### src/irt_pkg.sv
// Shared constants, types and codes for the interval reservation table.
`timescale 1ns / 1ps
`default_nettype none
package irt_pkg;

    localparam int CAPACITY  = 64;
    localparam int TIME_BITS = 32;
    localparam int IDX_BITS  = (CAPACITY > 1) ? $clog2(CAPACITY) : 1;
    localparam int CNT_BITS  = $clog2(CAPACITY + 1);

    typedef enum logic [1:0] {
        ST_ACCEPTED = 2'd0,
        ST_OVERLAP  = 2'd1,
        ST_FULL     = 2'd2,
        ST_INVALID  = 2'd3
    } t_status;

    typedef enum logic [1:0] {
        S_IDLE,
        S_SCAN,
        S_FINISH
    } t_state;

    // controller -> datapath
    typedef struct packed {
        logic load;    // capture request, restart scan
        logic rd_en;   // read next stored entry
        logic finish;  // decide, commit, post result
    } t_cmd;

    // datapath -> controller
    typedef struct packed {
        logic invalid;    // start not below end
        logic scan_more;  // entries left to read
        logic scan_done;  // all reads issued and compared
        logic out_busy;   // result register occupied and stalled
    } t_dp_status;

endpackage
`default_nettype wire

### src/irt_ctrl.sv
// Request sequencer: accept, scan the table, post one result.
`timescale 1ns / 1ps
`default_nettype none
module irt_ctrl (
    input  wire logic                i_clk,
    input  wire logic                i_rst_n,
    input  wire logic                i_valid,
    output logic                     o_stall,
    input  wire irt_pkg::t_dp_status i_dp,
    output irt_pkg::t_cmd            o_cmd
);
    import irt_pkg::*;

    t_state r_state;
    t_state n_state;

    always_ff @(posedge i_clk) begin
        if (!i_rst_n) begin
            r_state <= S_IDLE;
        end else begin
            r_state <= n_state;
        end
    end

    always_comb begin
        n_state      = r_state;
        o_cmd        = '0;
        o_stall      = 1'b1;
        case (r_state)
            S_IDLE: begin
                o_stall = 1'b0;
                if (i_valid) begin
                    o_cmd.load = 1'b1;
                    n_state    = S_SCAN;
                end
            end
            S_SCAN: begin
                if (i_dp.invalid) begin
                    n_state = S_FINISH;
                end else begin
                    o_cmd.rd_en = i_dp.scan_more;
                    if (i_dp.scan_done) begin
                        n_state = S_FINISH;
                    end
                end
            end
            S_FINISH: begin
                if (!i_dp.out_busy) begin
                    o_cmd.finish = 1'b1;
                    n_state      = S_IDLE;
                end
            end
            default: begin
                n_state = S_IDLE;
            end
        endcase
    end

endmodule
`default_nettype wire

### src/irt_dp.sv
// Table storage, overlap compare, entry count and result register.
`timescale 1ns / 1ps
`default_nettype none
module irt_dp (
    input  wire logic              i_clk,
    input  wire logic              i_rst_n,
    input  wire logic [31:0]       i_start_time,
    input  wire logic [31:0]       i_end_time,
    input  wire irt_pkg::t_cmd     i_cmd,
    output irt_pkg::t_dp_status    o_dp,
    input  wire logic              i_stall,
    output logic                   o_valid,
    output logic [1:0]             o_status,
    output logic [6:0]             o_entries_used
);
    import irt_pkg::*;

    logic [2*TIME_BITS-1:0] mem [CAPACITY];

    logic [TIME_BITS-1:0]   r_lo;
    logic [TIME_BITS-1:0]   r_hi;
    logic [CNT_BITS-1:0]    r_count;
    logic [CNT_BITS-1:0]    r_idx;
    logic [2*TIME_BITS-1:0] r_rd_data;
    logic                   r_rd_vld;
    logic                   r_hit;
    logic                   r_out_valid;
    t_status                r_status;
    logic [6:0]             r_used;

    logic [63:0]            start_w;
    logic [63:0]            end_w;
    logic [63:0]            count_w;
    logic [TIME_BITS-1:0]   rd_start;
    logic [TIME_BITS-1:0]   rd_end;
    logic                   cmp_hit;
    logic                   table_full;
    t_status                n_status;
    logic [CNT_BITS-1:0]    n_count;

    // fold the port width onto the time width
    assign start_w  = {32'b0, i_start_time};
    assign end_w    = {32'b0, i_end_time};
    assign rd_start = r_rd_data[2*TIME_BITS-1:TIME_BITS];
    assign rd_end   = r_rd_data[TIME_BITS-1:0];
    assign cmp_hit  = r_rd_vld && (rd_start < r_hi) && (r_lo < rd_end);

    assign table_full = (r_count == CNT_BITS'(CAPACITY));

    always_comb begin
        n_count = r_count;
        if (r_lo >= r_hi) begin
            n_status = ST_INVALID;
        end else if (r_hit) begin
            n_status = ST_OVERLAP;
        end else if (table_full) begin
            n_status = ST_FULL;
        end else begin
            n_status = ST_ACCEPTED;
            n_count  = r_count + 1'b1;
        end
    end

    assign o_dp.invalid   = (r_lo >= r_hi);
    assign o_dp.scan_more = (r_idx < r_count);
    assign o_dp.scan_done = !(r_idx < r_count) && !r_rd_vld;
    assign o_dp.out_busy  = r_out_valid && i_stall;

    // table storage
    always_ff @(posedge i_clk) begin
        if (i_cmd.finish && n_status == ST_ACCEPTED) begin
            mem[r_count[IDX_BITS-1:0]] <= {r_lo, r_hi};
        end
        if (i_cmd.rd_en) begin
            r_rd_data <= mem[r_idx[IDX_BITS-1:0]];
        end
    end

    // request payload and result fields
    always_ff @(posedge i_clk) begin
        if (i_cmd.load) begin
            r_lo <= start_w[TIME_BITS-1:0];
            r_hi <= end_w[TIME_BITS-1:0];
        end
        if (i_cmd.finish) begin
            r_status <= n_status;
            r_used   <= count_w[6:0];
        end
    end

    assign count_w = 64'(n_count);

    // control state
    always_ff @(posedge i_clk) begin
        if (!i_rst_n) begin
            r_count     <= '0;
            r_idx       <= '0;
            r_rd_vld    <= 1'b0;
            r_hit       <= 1'b0;
            r_out_valid <= 1'b0;
        end else begin
            r_rd_vld <= i_cmd.rd_en;
            if (i_cmd.load) begin
                r_idx <= '0;
                r_hit <= 1'b0;
            end else begin
                if (i_cmd.rd_en) begin
                    r_idx <= r_idx + 1'b1;
                end
                if (cmp_hit) begin
                    r_hit <= 1'b1;
                end
            end
            if (i_cmd.finish) begin
                r_count     <= n_count;
                r_out_valid <= 1'b1;
            end else if (r_out_valid && !i_stall) begin
                r_out_valid <= 1'b0;
            end
        end
    end

    assign o_valid        = r_out_valid;
    assign o_status       = r_status;
    assign o_entries_used = r_used;

    a_count_bound: assert property (@(posedge i_clk) disable iff (!i_rst_n)
        r_count <= CNT_BITS'(CAPACITY))
        else $error("entry count above capacity");

    a_drained: assert property (@(posedge i_clk) disable iff (!i_rst_n)
        i_cmd.finish |-> !r_rd_vld)
        else $error("decision taken with a table read in flight");

    a_read_in_range: assert property (@(posedge i_clk) disable iff (!i_rst_n)
        i_cmd.rd_en |-> (r_idx < r_count))
        else $error("scan read beyond stored entries");

    a_commit_grows: assert property (@(posedge i_clk) disable iff (!i_rst_n)
        (i_cmd.finish && n_status == ST_ACCEPTED) |=> (r_count == $past(r_count) + 1'b1))
        else $error("accepted booking did not add an entry");

endmodule
`default_nettype wire

### src/interval_reservation_table_top.sv
// Top level of the interval reservation table: sequencer plus datapath.
// Flow: the request beat is captured, the scan reads each stored interval through a
//   registered read and compares it, the last read drains, then the decision is taken
//   and the result beat is offered; an invalid request or an empty table skips the scan.
// Throughput: a new request is taken only after the previous result is posted, and the
//   scan is set by the single read port of the table, walked one entry per cycle.
// Reset: synchronous active low; the table is empty and no clearing pass runs.
`timescale 1ns / 1ps
`default_nettype none
module interval_reservation_table_top (
    input  wire logic        i_clk,
    input  wire logic        i_rst_n,
    // request channel
    input  wire logic        i_valid,
    output logic             o_stall,
    input  wire logic [31:0] i_start_time,
    input  wire logic [31:0] i_end_time,
    // result channel
    output logic             o_valid,
    input  wire logic        i_stall,
    output logic [1:0]       o_status,
    output logic [6:0]       o_entries_used
);
    import irt_pkg::*;

    t_cmd       cmd;
    t_dp_status dp_status;

    // Sequencer: takes a request beat only when idle, walks the stored entries
    // of a valid request, then holds the decision until the result register is free.
    irt_ctrl u_ctrl (
        .i_clk   (i_clk),
        .i_rst_n (i_rst_n),
        .i_valid (i_valid),
        .o_stall (o_stall),
        .i_dp    (dp_status),
        .o_cmd   (cmd)
    );

    // Datapath: the table itself, the overlap compare on each registered
    // read, the entry count and the result register that parts the result
    // channel from the next request.
    irt_dp u_dp (
        .i_clk          (i_clk),
        .i_rst_n        (i_rst_n),
        .i_start_time   (i_start_time),
        .i_end_time     (i_end_time),
        .i_cmd          (cmd),
        .o_dp           (dp_status),
        .i_stall        (i_stall),
        .o_valid        (o_valid),
        .o_status       (o_status),
        .o_entries_used (o_entries_used)
    );

endmodule
`default_nettype wire
### config.mk
export PLATFORM = sky130hd
export DESIGN_NAME = interval_reservation_table_top
export DESIGN_NICKNAME = d
export VERILOG_FILES = /design/src/irt_pkg.sv /design/src/irt_ctrl.sv /design/src/irt_dp.sv /design/src/interval_reservation_table_top.sv
export SDC_FILE = /design/constraint.sdc
export NUM_CORES = 2
export LEC_CHECK = 0
export BUFFER_PORTS_ARGS = -buffer_cell sky130_fd_sc_hd__buf_2
export CORE_UTILIZATION = 40
export DETAILED_ROUTE_END_ITERATION = 7
export HOLD_SLACK_MARGIN = 0.15
export PLACE_DENSITY_LB_ADDON = 0.3
export REMOVE_ABC_BUFFERS = 1
export SETUP_SLACK_MARGIN = 0.2
export SYNTH_ARGS = -nofsm -noshare
export SYNTH_HDL_FRONTEND = slang
export SYNTH_SLANG_ARGS = --single-unit
### constraint.sdc
create_clock -name i_clk -period 22.7 [get_ports i_clk]
set_input_delay 3.405 -clock i_clk [delete_from_list [all_inputs] [get_ports i_clk]]
set_output_delay 3.405 -clock i_clk [all_outputs]
set_load 0.02 [all_outputs]
==> reports/summary.md <==
The run finished with clean final reports. Across every metal layer, demand over resource in global routing totals 20.43%. Longest individual stage delay on the worst path: 0.96 ns. The H-tree generated during clock tree synthesis spans 5 levels.

IR analysis of the VDD net gives a maximum drop of 76.87 µV. The tools report the worst slack at placement as 14.62 ns. Worst min-delay path category: reg -> reg.

The max-slew violation count is 0, and the required arrival time at the worst endpoint is 23.27 ns. Once detailed placement completed, the half-perimeter wirelength came to 235900 µm. In this run the remaining antenna-violating nets after routing total 0.

The global routing met3 resource utilization is 2.894%. The average vias per placed instance works out to 5.827. The tools report the fraction of power consumed by the clock network as 43.2%. The tools report the share of total power in sequential cells as 55.0%. The cell type with the highest aggregate area in the netlist is sky130_fd_sc_hd__edfxtp_1. The number of hold-slack violations in the final timing report came out at 0. The path depth of the worst reg2reg path works out to 11. Traced cell by cell, the critical path runs through buf_2 -> a21oi_2 -> buf_4 -> o211ai_1 -> nor2_1 -> nand4_1 -> nor2_4 -> buf_4. In this run the static leakage power is 54.78 nW. The first global-routing pass estimated 588100 µm of wire. Input and output buffers added on the ports amount to 78. The detailed router finished its first iteration with 8630 violations.

TritonCTS built the clock tree. In this run the vertical extent of the chip is 639.3 µm. Clock-pin slew was measured on the worst setup and hold paths at 0.06 ns. Of all nets on the critical path, the largest fanout is 46. The tools report the buffer cell driving the clock tree root as sky130_fd_sc_hd__clkbuf_16.

The most numerous cell in the Yosys netlist is sky130_fd_sc_hd__edfxtp_1. Count of yosys warnings during synthesis: 0. Total global routing overflow: 0. Worst slew margin relative to its limit: 16.36%. For the DRC violation count after routing, the log shows 0.

The worst setup path category was in -> reg. The share of total power dissipated in combinational logic is 1.7%. The worst setup path is launched from an input port. In this run, CTS created clock tree buffers numbering 412. The number of synthesized register bits was 4252; the final non-filler cell total was 12.61k.

The ratio of total power to cell area came out at 85.77 nW/µm². The mean area per synthesized cell is 25.31 µm². The logs give 403500 µm² for the area inside the core boundary and 0 for the number of max-cap violations. The synthesized design devotes to its leading area cell type 78.25% of total area. After synthesis, the cell types taking the most area are sky130_fd_sc_hd__edfxtp_1 (78%), sky130_fd_sc_hd__mux4_2 (19%), sky130_fd_sc_hd__ha_1 (0.79%), sky130_fd_sc_hd__clkbuf_1 (0.41%), sky130_fd_sc_hd__buf_2 (0.32%).

Critical-path cell with the highest stage delay: sky130_fd_sc_hd__nand4_1. The layout filler cell count was 32.96k. The initial antenna violation count came out at 23. The run gives 162400 µm² as the post-synth design cell area. The synthesized instance count is 6418. The worst min-delay path endpoint was u_ctrl.r_state[0]. The logs give 3.198 mW for the net switching component of the power and 0 for the number of hold buffers added after CTS. The share of the clock period used by the worst path works out to 31.85%. The startpoint identified for the worst hold timing path is u_ctrl.r_state[1]. After layout, the minimum clock period comes to 7.231 ns.

The met2 capacity usage during global routing came out at 33.92%. The synthesized netlist contains 52 unique library cells. The switching part of the total power is 20.23%.

After the last flow step, the layout net total stands at 7029. By count the netlist is led by sky130_fd_sc_hd__edfxtp_1 (4233), sky130_fd_sc_hd__mux4_2 (1344), sky130_fd_sc_hd__clkbuf_1 (179). The most used flip-flop cell after synthesis was sky130_fd_sc_hd__edfxtp_1. For flop-to-flop paths, the worst setup slack is 15.72 ns. The worst clock skew was 0.09266 ns; the routing usage on met1 was 27.78%.

The synthesized design contains 4233 enable-type register cells. Sequential cells were found to cover 78.49% of the synthesized design area. Counting flops with an async set or reset pin after synthesis yields a share of 0%. The tools report the post-route core utilization as 45.67%. met2 is the most crowded layer. The finished cells cover 184300 µm². Once the clock tree was built, the resizer swapped 0 gates to a different size.

By instance count, the cell type seen most on the critical path is sky130_fd_sc_hd__buf_4. The ratio of cells with drive above 1 in the final layout was 32.59%; the pin slew with the least headroom to its limit was 1.245 ns. The number of instances on the worst hold path is 1, and the weighted congestion reported at the end of routability-driven placement is 0.8503. Static timing analysis puts the maximum clock frequency at 0.1383 GHz. Setup repair after global routing left no endpoint under its margin.

Capture point of the worst reg-to-reg path: u_dp.mem[38][34]. The number of placed instances, taps included, is 11.85k. The area overhead of the layout relative to synthesis was 13.45%. The die covers 408600 µm². Wires add up to 420500 µm.

The run gives 40.26% as the effective utilization at floorplan. Wire length per cell: 33.35 µm. The clock net sink count was 4252. The floorplan step set the die width to 639.3 µm. The run gives 12.61 mW as the design internal power. In this run the critical register-to-register path is launched from u_dp.r_hi[17]. Setup slack after layout: 15.47 ns.

Setup violations remaining at the end of the flow were counted as 0. 79 I/O pins were placed. For the worst setup path, the data arrival time is 7.80 ns. The first-pass detailed-route iteration total came out at 8. The largest buffer count on any clock path came out at 4. Once placement finished, the instance area stood at 170800 µm². The clock latency reported for the late side of the worst-skew pair was 1.00 ns; the standard-cell row count was 233. The design draws 15.81 mW. STA classifies the critical path endpoint as a register. The logs give 73.48k for the total vias in the final route and 154 for the pin count of the biggest net entering global routing. The number of setup buffers added after CTS is 0. The via count of the first global-routing pass came out at 74.22k.
-- final cells by class --
class | instances | area, µm² | area share, %
flip-flops and latches | 4252 | 127500 | 69.20
multi-input cells | 1776 | 33780 | 18.33
clock buffers | 501 | 10690 | 5.799
well taps | 5405 | 6763 | 3.670
clock inverters | 247 | 2746 | 1.490
repair buffers | 341 | 2477 | 1.344
inverters | 75 | 281.5 | 0.1528
diodes | 13 | 32.53 | 0.01765
-- kinds of logic (layout without fill, tap and decap cells) --
| logic type | after synthesis | after routing | synth area share (%) |
|---|---|---|---|
| other | 0 | 13 | 0 |
| flip-flops | 4252 | 4252 | 78.49 |
| AND/OR/NAND/NOR | 206 | 206 | 0.5939 |
| multiplexers | 1349 | 1349 | 18.67 |
| buffers and inverters | 390 | 1164 | 0.9998 |
| AO/OA/AOI/OAI | 109 | 109 | 0.4106 |
| XOR/XNOR | 9 | 9 | 0.04853 |
| adder cells (fa/ha/maj) | 103 | 103 | 0.7934 |
-- power by group through the flow --
stage	sequential (mW)	combinational, mW	clock (mW)
final	8.69	0.276	6.83
after global placement	8.86	0.266	0
after global routing	8.69	0.296	7.23
after CTS	8.69	0.281	6.94
after detailed placement	8.86	0.281	0
after floorplan	8.93	0.0809	0
-- how the worst max path moves through the flow --
stage / startpoint / end / slack, ns / cells past startpoint
3_3_place_gp: i_stall / u_dp.mem[38][44] / 14.71 / 8
2_1_floorplan: u_dp.r_idx[0] / u_dp.r_rd_data[0] / -21.32 / 3
3_5_place_dp: i_stall / u_dp.mem[38][37] / 14.62 / 8
4_1_cts: i_stall / u_dp.mem[38][13] / 15.62 / 8
6_report: i_stall / u_dp.mem[38][34] / 15.47 / 8
5_1_grt: i_stall / u_dp.mem[38][13] / 15.36 / 8
-- layer usage --
layer	routed length (µm)	up-vias	share of wire, %
li1	-	28975	-
met1	166100	40766	39
met2	208900	3091	50
met3	29340	643	7.0
met4	16160	6	3.8
met5	34	-	0.0081
-- per-stage QoR --
stage,setup TNS (ns),hold slack (ns)
final,0,0.4829
after detailed placement,0,0.4761
after floorplan,-2802.40,0.4491
after global placement,0,0.4672
after CTS,0,0.4849
after global routing,0,0.5028
-- worst max-delay path, delay by kind of cell --
kind | cells | cell delay (ns)
buffers and inverters | 3 | 1.28
and+or+nand+nor | 3 | 2.54
AOI/OAI and AO/OA | 2 | 0.39
-- state kept, by name (all words and copies together), names as in the netlist --
register             cells
u_dp.r_lo               32
u_ctrl.r_state           2
u_dp.r_hi               32
u_dp.o_valid             1
u_dp.r_hit               1
u_dp.mem              4096
u_dp.r_idx               7
u_dp.r_count             7
u_dp.r_rd_data          64
u_dp.o_status            2
u_dp.r_rd_vld            1
u_dp.o_entries_used      7
-- cell usage in the layout (no fill, tap or decap), drive strengths merged, types with 13 or more instances in the layout --
cell type	count
inv	89
diode	13
o21ai	27
buf	341
nand3	19
clkinvlp	19
ha	103
nand4	15
nand2	26
clkbuf	501
nor2	85
a21oi	39
mux4	1344
clkinv	169
dfxtp	19
edfxtp	4233
bufinv	45
nor3	30
No activity file was read; power rests on OpenSTA's default activity.
